<file path="src/rtl/block_bitmap_allocator_unit_macros.svh">
// Assertion macros of the block bitmap allocator, used by its top level.
`ifndef BLOCK_BITMAP_ALLOCATOR_UNIT_MACROS_SVH
`define BLOCK_BITMAP_ALLOCATOR_UNIT_MACROS_SVH

// Same-cycle implication, disabled while reset is asserted.
`define BBM_ASSERT_NOW(label, ante, cons) \
    label: assert property (@(posedge clk) disable iff (!rst_n) (ante) |-> (cons)) \
        else $error("bbm same-cycle check failed");

// Next-cycle implication, disabled while reset is asserted.
`define BBM_ASSERT_NEXT(label, ante, cons) \
    label: assert property (@(posedge clk) disable iff (!rst_n) (ante) |=> (cons)) \
        else $error("bbm next-cycle check failed");

`endif

</file>
<file path="src/rtl/bbm_pkg.sv">
// Types and constants of the block bitmap allocator.
`default_nettype none

package bbm_pkg;

    localparam int MAX_BLOCKS = 4096;
    localparam int WORD_BITS  = 32;
    localparam int DEPTH      = MAX_BLOCKS / WORD_BITS;
    localparam int ADDR_W     = $clog2(DEPTH);
    localparam int BIT_W      = $clog2(WORD_BITS);
    localparam int BLK_W      = 12;
    localparam int LIM_W      = 13;
    localparam logic [LIM_W-1:0] LIM_RESET = LIM_W'(MAX_BLOCKS);

    localparam logic ACT_ALLOC = 1'b0;
    localparam logic ACT_FREE  = 1'b1;

    typedef enum logic [1:0] {
        ST_OK            = 2'd0,
        ST_OUT_OF_BLOCKS = 2'd1,
        ST_DOUBLE_FREE   = 2'd2,
        ST_OUT_OF_RANGE  = 2'd3
    } bbm_status_t;

    typedef struct packed {
        logic             action;
        logic [BLK_W-1:0] block_number;
    } bbm_req_t;

    typedef struct packed {
        logic [BLK_W-1:0] granted_block;
        bbm_status_t      status;
    } bbm_rsp_t;

    typedef struct packed {
        logic        load;
        logic        rd_start;
        logic        rd_next;
        logic        set_bit;
        logic        clr_bit;
        logic        emit;
        bbm_status_t emit_status;
    } bbm_cmd_t;

    typedef struct packed {
        logic is_free;
        logic range_err;
        logic lim_zero;
        logic found;
        logic last_word;
        logic bit_set;
    } bbm_stat_t;

endpackage

`default_nettype wire

</file>
<file path="src/rtl/bbm_ctrl.sv">
// Controller state machine of the block bitmap allocator.
`default_nettype none

module bbm_ctrl import bbm_pkg::*; (
    input  wire logic      clk,
    input  wire logic      rst_n,
    input  wire logic      start,
    input  wire bbm_stat_t stat,
    output bbm_cmd_t       cmd,
    output logic           busy
);

    typedef enum logic [1:0] {
        S_IDLE,
        S_SCAN,
        S_FREE
    } state_t;

    state_t state_reg;
    state_t state_next;
    logic   busy_reg;

    always_comb
    begin
        state_next      = state_reg;
        cmd             = '0;
        cmd.emit_status = ST_OK;
        case (state_reg)
            S_IDLE:
            begin
                if (start)
                begin
                    cmd.load = 1'b1;
                    if (stat.is_free)
                    begin
                        if (stat.range_err)
                        begin
                            cmd.emit        = 1'b1;
                            cmd.emit_status = ST_OUT_OF_RANGE;
                        end
                        else
                        begin
                            cmd.rd_start = 1'b1;
                            state_next   = S_FREE;
                        end
                    end
                    else if (stat.lim_zero)
                    begin
                        cmd.emit        = 1'b1;
                        cmd.emit_status = ST_OUT_OF_BLOCKS;
                    end
                    else
                    begin
                        cmd.rd_start = 1'b1;
                        state_next   = S_SCAN;
                    end
                end
            end
            S_SCAN:
            begin
                if (stat.found)
                begin
                    cmd.set_bit     = 1'b1;
                    cmd.emit        = 1'b1;
                    cmd.emit_status = ST_OK;
                    state_next      = S_IDLE;
                end
                else if (stat.last_word)
                begin
                    cmd.emit        = 1'b1;
                    cmd.emit_status = ST_OUT_OF_BLOCKS;
                    state_next      = S_IDLE;
                end
                else
                begin
                    cmd.rd_next = 1'b1;
                end
            end
            S_FREE:
            begin
                cmd.emit   = 1'b1;
                state_next = S_IDLE;
                if (stat.bit_set)
                begin
                    cmd.clr_bit     = 1'b1;
                    cmd.emit_status = ST_OK;
                end
                else
                begin
                    cmd.emit_status = ST_DOUBLE_FREE;
                end
            end
            default:
            begin
                state_next = S_IDLE;
            end
        endcase
    end

    always_ff @(posedge clk or negedge rst_n)
    begin
        if (!rst_n)
        begin
            state_reg <= S_IDLE;
            busy_reg  <= 1'b0;
        end
        else
        begin
            state_reg <= state_next;
            busy_reg  <= (state_next != S_IDLE);
        end
    end

    assign busy = busy_reg;

endmodule

`default_nettype wire

</file>
<file path="src/rtl/bbm_dpath.sv">
// Datapath of the block bitmap allocator: bitmap RAM, limit register and bit search.
`default_nettype none

module bbm_dpath import bbm_pkg::*; (
    input  wire logic             clk,
    input  wire logic             rst_n,
    input  wire bbm_req_t         request,
    input  wire bbm_cmd_t         cmd,
    input  wire logic             cfg_wr,
    input  wire logic [LIM_W-1:0] cfg_data,
    output bbm_stat_t             stat,
    output logic                  done,
    output bbm_rsp_t              result
);

    logic [WORD_BITS-1:0] mem [0:DEPTH-1];
    logic [DEPTH-1:0]     valid_reg;
    logic [WORD_BITS-1:0] rdata_reg;
    logic                 rvalid_reg;
    logic [ADDR_W-1:0]    rd_idx_reg;
    logic [LIM_W-1:0]     lim_reg;
    logic [LIM_W-1:0]     lim_next;
    bbm_req_t             req_reg;
    bbm_rsp_t             result_reg;
    bbm_rsp_t             result_next;
    logic                 done_reg;

    logic [ADDR_W-1:0]    rd_addr;
    logic                 rd_en;
    logic [WORD_BITS-1:0] word;
    logic [LIM_W-1:0]     word_end;
    logic                 last_word;
    logic [BIT_W-1:0]     tail;
    logic [WORD_BITS-1:0] lim_mask;
    logic [WORD_BITS-1:0] free_vec;
    logic [BIT_W-1:0]     enc;
    logic                 wr_en;
    logic [WORD_BITS-1:0] wr_data;
    logic [WORD_BITS-1:0] req_bit;

    assign word      = rvalid_reg ? rdata_reg : '0;
    assign word_end  = (LIM_W'(rd_idx_reg) << BIT_W) + LIM_W'(WORD_BITS);
    assign last_word = (word_end >= lim_reg);
    assign tail      = lim_reg[BIT_W-1:0];
    assign lim_mask  = (last_word && (tail != '0))
                     ? ((WORD_BITS'(1) << tail) - WORD_BITS'(1)) : '1;
    assign free_vec  = ~word & lim_mask;
    assign req_bit   = WORD_BITS'(1) << req_reg.block_number[BIT_W-1:0];

    always_comb
    begin
        enc = '0;
        for (int i = WORD_BITS - 1; i >= 0; i--)
        begin
            if (free_vec[i])
            begin
                enc = BIT_W'(i);
            end
        end
    end

    always_comb
    begin
        stat.is_free   = (request.action == ACT_FREE);
        stat.range_err = ({1'b0, request.block_number} >= lim_reg);
        stat.lim_zero  = (lim_reg == '0);
        stat.found     = |free_vec;
        stat.last_word = last_word;
        stat.bit_set   = |(word & req_bit);
    end

    assign rd_en   = cmd.rd_start | cmd.rd_next;
    assign rd_addr = cmd.rd_start
                   ? ((request.action == ACT_FREE) ? request.block_number[BLK_W-1:BIT_W] : '0)
                   : rd_idx_reg + ADDR_W'(1);
    assign wr_en   = cmd.set_bit | cmd.clr_bit;
    assign wr_data = cmd.set_bit ? (word | (WORD_BITS'(1) << enc)) : (word & ~req_bit);
    assign lim_next = (cfg_data > LIM_W'(MAX_BLOCKS)) ? LIM_W'(MAX_BLOCKS) : cfg_data;

    always_comb
    begin
        result_next.status        = cmd.emit_status;
        result_next.granted_block = '0;
        if (cmd.emit_status == ST_OK)
        begin
            if (req_reg.action == ACT_FREE)
            begin
                result_next.granted_block = req_reg.block_number;
            end
            else
            begin
                result_next.granted_block = {rd_idx_reg, enc};
            end
        end
    end

    always_ff @(posedge clk)
    begin
        if (wr_en)
        begin
            mem[rd_idx_reg] <= wr_data;
        end
        if (rd_en)
        begin
            rdata_reg <= mem[rd_addr];
            rd_idx_reg <= rd_addr;
        end
        if (cmd.load)
        begin
            req_reg <= request;
        end
        if (cmd.emit)
        begin
            result_reg <= result_next;
        end
    end

    always_ff @(posedge clk or negedge rst_n)
    begin
        if (!rst_n)
        begin
            valid_reg  <= '0;
            rvalid_reg <= 1'b0;
            lim_reg    <= LIM_RESET;
            done_reg   <= 1'b0;
        end
        else
        begin
            if (wr_en)
            begin
                valid_reg[rd_idx_reg] <= 1'b1;
            end
            if (rd_en)
            begin
                rvalid_reg <= valid_reg[rd_addr];
            end
            if (cfg_wr)
            begin
                lim_reg <= lim_next;
            end
            done_reg <= cmd.emit;
        end
    end

    assign done   = done_reg;
    assign result = result_reg;

endmodule

`default_nettype wire

</file>
<file path="src/rtl/block_bitmap_allocator_unit.sv">
// Top level of the block bitmap allocator: controller, datapath and checks.
`default_nettype none

// First-fit allocator over a used/free bitmap of 4096 blocks, held in a
// 128-word RAM with one read port that yields one 32-bit word per cycle.
// A beat is accepted when start is high and busy is low, and its result
// shows for one cycle with done high; the receiver cannot stall it. An
// allocation reads bitmap words from word 0 on until one holds a free block
// below the limit or the last word is read; a free reads its block's word.
// Done is registered from the emit that ends a beat; a free out of range or
// an allocation with a limit of zero emits while the beat is accepted.
// The limit register is written through cfg_valid and cfg_ready, which is
// high only while no beat is in progress and start is low. The bitmap reads
// as all free after reset.
module block_bitmap_allocator_unit import bbm_pkg::*; (
    input  wire logic             clk,
    input  wire logic             rst_n,
    input  wire logic             start,
    output logic                  busy,
    input  wire bbm_req_t         request,
    output logic                  done,
    output bbm_rsp_t              result,
    input  wire logic             cfg_valid,
    output logic                  cfg_ready,
    input  wire logic [LIM_W-1:0] cfg_data
);

`include "block_bitmap_allocator_unit_macros.svh"

    bbm_cmd_t  cmd;
    bbm_stat_t stat;
    logic      accept;

    assign cfg_ready = ~busy & ~start;
    assign accept    = start & ~busy;

    bbm_ctrl u_ctrl (
        .clk   (clk),
        .rst_n (rst_n),
        .start (start),
        .stat  (stat),
        .cmd   (cmd),
        .busy  (busy)
    );

    bbm_dpath u_dpath (
        .clk      (clk),
        .rst_n    (rst_n),
        .request  (request),
        .cmd      (cmd),
        .cfg_wr   (cfg_valid & cfg_ready),
        .cfg_data (cfg_data),
        .stat     (stat),
        .done     (done),
        .result   (result)
    );

    `BBM_ASSERT_NOW(a_err_zero_block, done && (result.status != ST_OK), result.granted_block == '0)
    `BBM_ASSERT_NOW(a_done_not_busy, done, !busy)
    `BBM_ASSERT_NEXT(a_range_err, accept && (request.action == ACT_FREE) && stat.range_err, done && (result.status == ST_OUT_OF_RANGE))
    `BBM_ASSERT_NEXT(a_start_work, accept && !cmd.emit, busy && !done)

endmodule

`default_nettype wire

</file>
<file path="config.mk">
export PLATFORM = sky130hd
export DESIGN_NAME = block_bitmap_allocator_unit
export DESIGN_NICKNAME = d
export VERILOG_FILES = /design/src/rtl/bbm_pkg.sv /design/src/rtl/bbm_ctrl.sv /design/src/rtl/bbm_dpath.sv /design/src/rtl/block_bitmap_allocator_unit.sv
export VERILOG_INCLUDE_DIRS = /design/src /design/src/rtl
export SDC_FILE = /design/constraint.sdc
export NUM_CORES = 2
export LEC_CHECK = 0
export ABC_AREA = 1
export BUFFER_PORTS_ARGS = -buffer_cell sky130_fd_sc_hd__buf_4
export CAP_MARGIN = 40
export CORE_MARGIN = 3
export CORE_UTILIZATION = 45
export DETAILED_ROUTE_END_ITERATION = 8
export PLACE_DENSITY = 0.64
export SLEW_MARGIN = 10
export SYNTH_ARGS = -nofsm -noshare
export SYNTH_HDL_FRONTEND = slang
export SYNTH_SLANG_ARGS = --single-unit
</file>
<file path="constraint.sdc">
create_clock -name clk -period 10.5 [get_ports clk]
set_input_delay 1.05 -clock clk [delete_from_list [all_inputs] [get_ports clk]]
set_output_delay 1.05 -clock clk [all_outputs]
set_load 0.02 [all_outputs]
</file>
==> qor.yml <==
violations: "DRC"
synthArstFlopShare: 0.03389
r2r_end: "u_dpath.mem[116][4]$_DFFE_PP_"
track_usage: 0.2629
fin_crit_sh: 0.6905
grt_overflow: 0
synth-edff-count: 4162
syn_to_final_growth_pct: 12.33
regToRegSetupSlack_ns: 3.25
status: "finished with violations"
ys.flop_type: "edfxtp_1"
maxCapViolations: 0
nFillCells: 31866
min_period_ns: 7.251
worstSetupStartpointType: "register"
fp.dieH_um: 623.4
post_cts_buffers: 0
cp_common_cell: "nand2_1"
place_congestion: 0.9377
worst-path-max-fanout: 61
hp-start: "request[1]"
cpPeakStageDelay_ns: 0.69
finalSetupViolations: 0
layout-drive-gt1-share: 0.09261
worstPathRequired_ns: 11.17
relSlewSlack: 0.1649
wl_per_cell_um: 28.30
ys_seq_area_frac: 0.7500
first_global_vias: 107734
worst_pin_slew_ns: 1.253
crit_family: "simple AND/OR/NAND/NOR gates"
synth_nets: 13494
routed_via_density: 6.152
power_density_nw_per_um2: 253.6
drt_iter0_drc: 16450
synthCells: 13442
hold_path_end: "u_dpath.req_reg[1]$_DFFE_PP_"
skew_ns: 0.08517
hold_violations: 0
clock-sinks: 4308
p_leak_nw: 62.53
slowest_stage: "o21bai_4"
ys_ff_latch: 4308
arrival_ns: 7.92
tns_ns: 0
irDropWorstVdd_mv: 0.1958
rows: 226
grt_max_degree: 195
ctsHtreeMaxLevel: 5
synthesis.area_um2: 171500
synth_cell_types: 61
crit_type: "reg -> reg"
slew_viol_final: 0
swShare: 0.3399
nets: 13330
grt_antenna_before_repair: 11
hpwl_um: 271600
r2r-start: "u_dpath.rd_idx_reg[0]$_DFFE_PP_"
path_buf_inv: 4
first_pass_iters: 9
grt_first_pass_wirelength_um: 752800
die_x_um: 623.4
numCtsBuffers: 432
yosysWarningCount: 0
worstSetupStartpoint: "u_dpath.rd_idx_reg[0]$_DFFE_PP_"
hp-class: "in -> reg"
comb_power_share: 0.265
clock.fmax_ghz: 0.1379
cts_root_buf: "clkbuf_16"
ant_nets: 0
switching_power_w: 0.01661
drc_errors: 4
avgSynthCellArea_um2: 12.76
die_area_um2: 388600
holdPathStages: 1
initial_core_util: 0.4523
rsz0062_at_grt: "no"
p_int_w: 0.03225
reg2reg_depth: 45
io_buffers: 46
ioPinCount: 47
clkLatencyLatePin_ns: 1.04
layout_commonest_cell: "edfxtp_1"
route.vias.total: 114840
cts_buffer_depth: 4
clock_power_share: 0.309
mostFrequentLayoutCells: "edfxtp_1, nor2_1, o21ai_0"
clkTransAtPathRegs_ns: 0.06
routed_wl_um: 528200
ctsHoldBuffers: 1
fin_area_um2: 192700
dpl-instance-area_um2: 178800
cts_resized: 0
end_kind: "register"
largest_reg_flops: 4096
pwr-share-seq: 0.426
cts_tree: "done"
placeableCoreArea_um2: 379200
power groups by stage:
stage                     sequential (W)  combinational (W)  clock (W)
after floorplan                   0.0214            0.00738          0
after global placement            0.0212             0.0125          0
after detailed placement          0.0211             0.0127          0
after CTS                         0.0208             0.0127     0.0152
after global routing              0.0208             0.0138     0.0159
final                             0.0208             0.0130     0.0151
final cells by class:
cell class / instances / area [µm²] / area share
Antenna cell: 4 / 10.01 / 0.00005195
Clock buffer: 561 / 11530 / 0.05984
Clock inverter: 243 / 2253 / 0.01170
Inverter: 167 / 671.9 / 0.003487
Multi-Input combinational cell: 7975 / 39430 / 0.2046
Sequential cell: 4308 / 128600 / 0.6676
Tap cell: 5016 / 6276 / 0.03257
Timing Repair Buffer: 394 / 3872 / 0.02010
per-layer routing:
metal  vias up  GRT usage  wire length, µm  share of wire
li1      49647          -                -              -
met1     57435     0.3534           201300           0.38
met2      6585     0.4152           243300           0.46
met3      1173    0.04553            54790           0.10
met4         0     0.1297            28830          0.055
met5         -          0                0              0
stage by stage:
stage               setup WS, ns  hold slack [ns]  total power, W  std cells    util
floorplan                  2.632           0.4274         0.02875      13442       -
global placement           2.910           0.4379         0.03361      17817  0.4697
detailed placement         3.441           0.4459         0.03383      17857  0.4716
CTS                        3.396           0.1862         0.04872      18662  0.5080
global route               2.697           0.2005         0.05054      18665  0.5081
finish                     3.249           0.2245         0.04885      18668  0.5081
synth_stat cells, drive strengths merged, types with 3 or more instances:
cell type / number / area, µm²
a22oi: 5 / 42.54
inv: 162 / 613.1
dfrtp: 145 / 3628
a211oi: 6 / 45.04
nor4: 7 / 50.05
or2: 64 / 400.4
buf: 246 / 1300
o211ai: 42 / 315.3
o221ai: 12 / 105.1
nor2: 2782 / 10500
clkbuf: 746 / 2800
clkinv: 5 / 23.77
nand2: 563 / 2153
xor2: 6 / 52.55
edfxtp: 4162 / 125000
o31ai: 3 / 22.52
o32ai: 5 / 43.79
a31oi: 5 / 31.28
o21bai: 23 / 172.7
a21oi: 69 / 349.1
o21ai: 2713 / 13580
nor3: 14 / 86.34
o22ai: 1270 / 7945
nand4: 46 / 332.8
ha: 22 / 275.3
nand3: 305 / 1536
worst max path at each step:
stage,to,cells after the start
final,u_dpath.mem[116][4]$_DFFE_PP_,45
after global routing,u_dpath.mem[64][4]$_DFFE_PP_,47
after floorplan,u_dpath.mem[0][12]$_DFFE_PP_,46
after CTS,u_dpath.mem[64][4]$_DFFE_PP_,45
after detailed placement,u_dpath.mem[72][4]$_DFFE_PP_,47
after global placement,u_dpath.mem[78][4]$_DFFE_PP_,47
cells by family (layout without fill, tap and decap cells):
| logic type | Yosys count | after routing | synth area share |
|---|---|---|---|
| adders and majority gates | 22 | 22 | 0.001605 |
| DFF | 4308 | 4308 | 0.7500 |
| other | 0 | 4 | 0 |
| AOI/OAI and AO/OA | 4161 | 4161 | 0.1325 |
| buffers and inverters | 1159 | 1365 | 0.02762 |
| xor gates and xnor gates | 7 | 7 | 0.0003575 |
| and+or+nand+nor | 3785 | 3785 | 0.08798 |
Power figures use the tool's default switching activity.
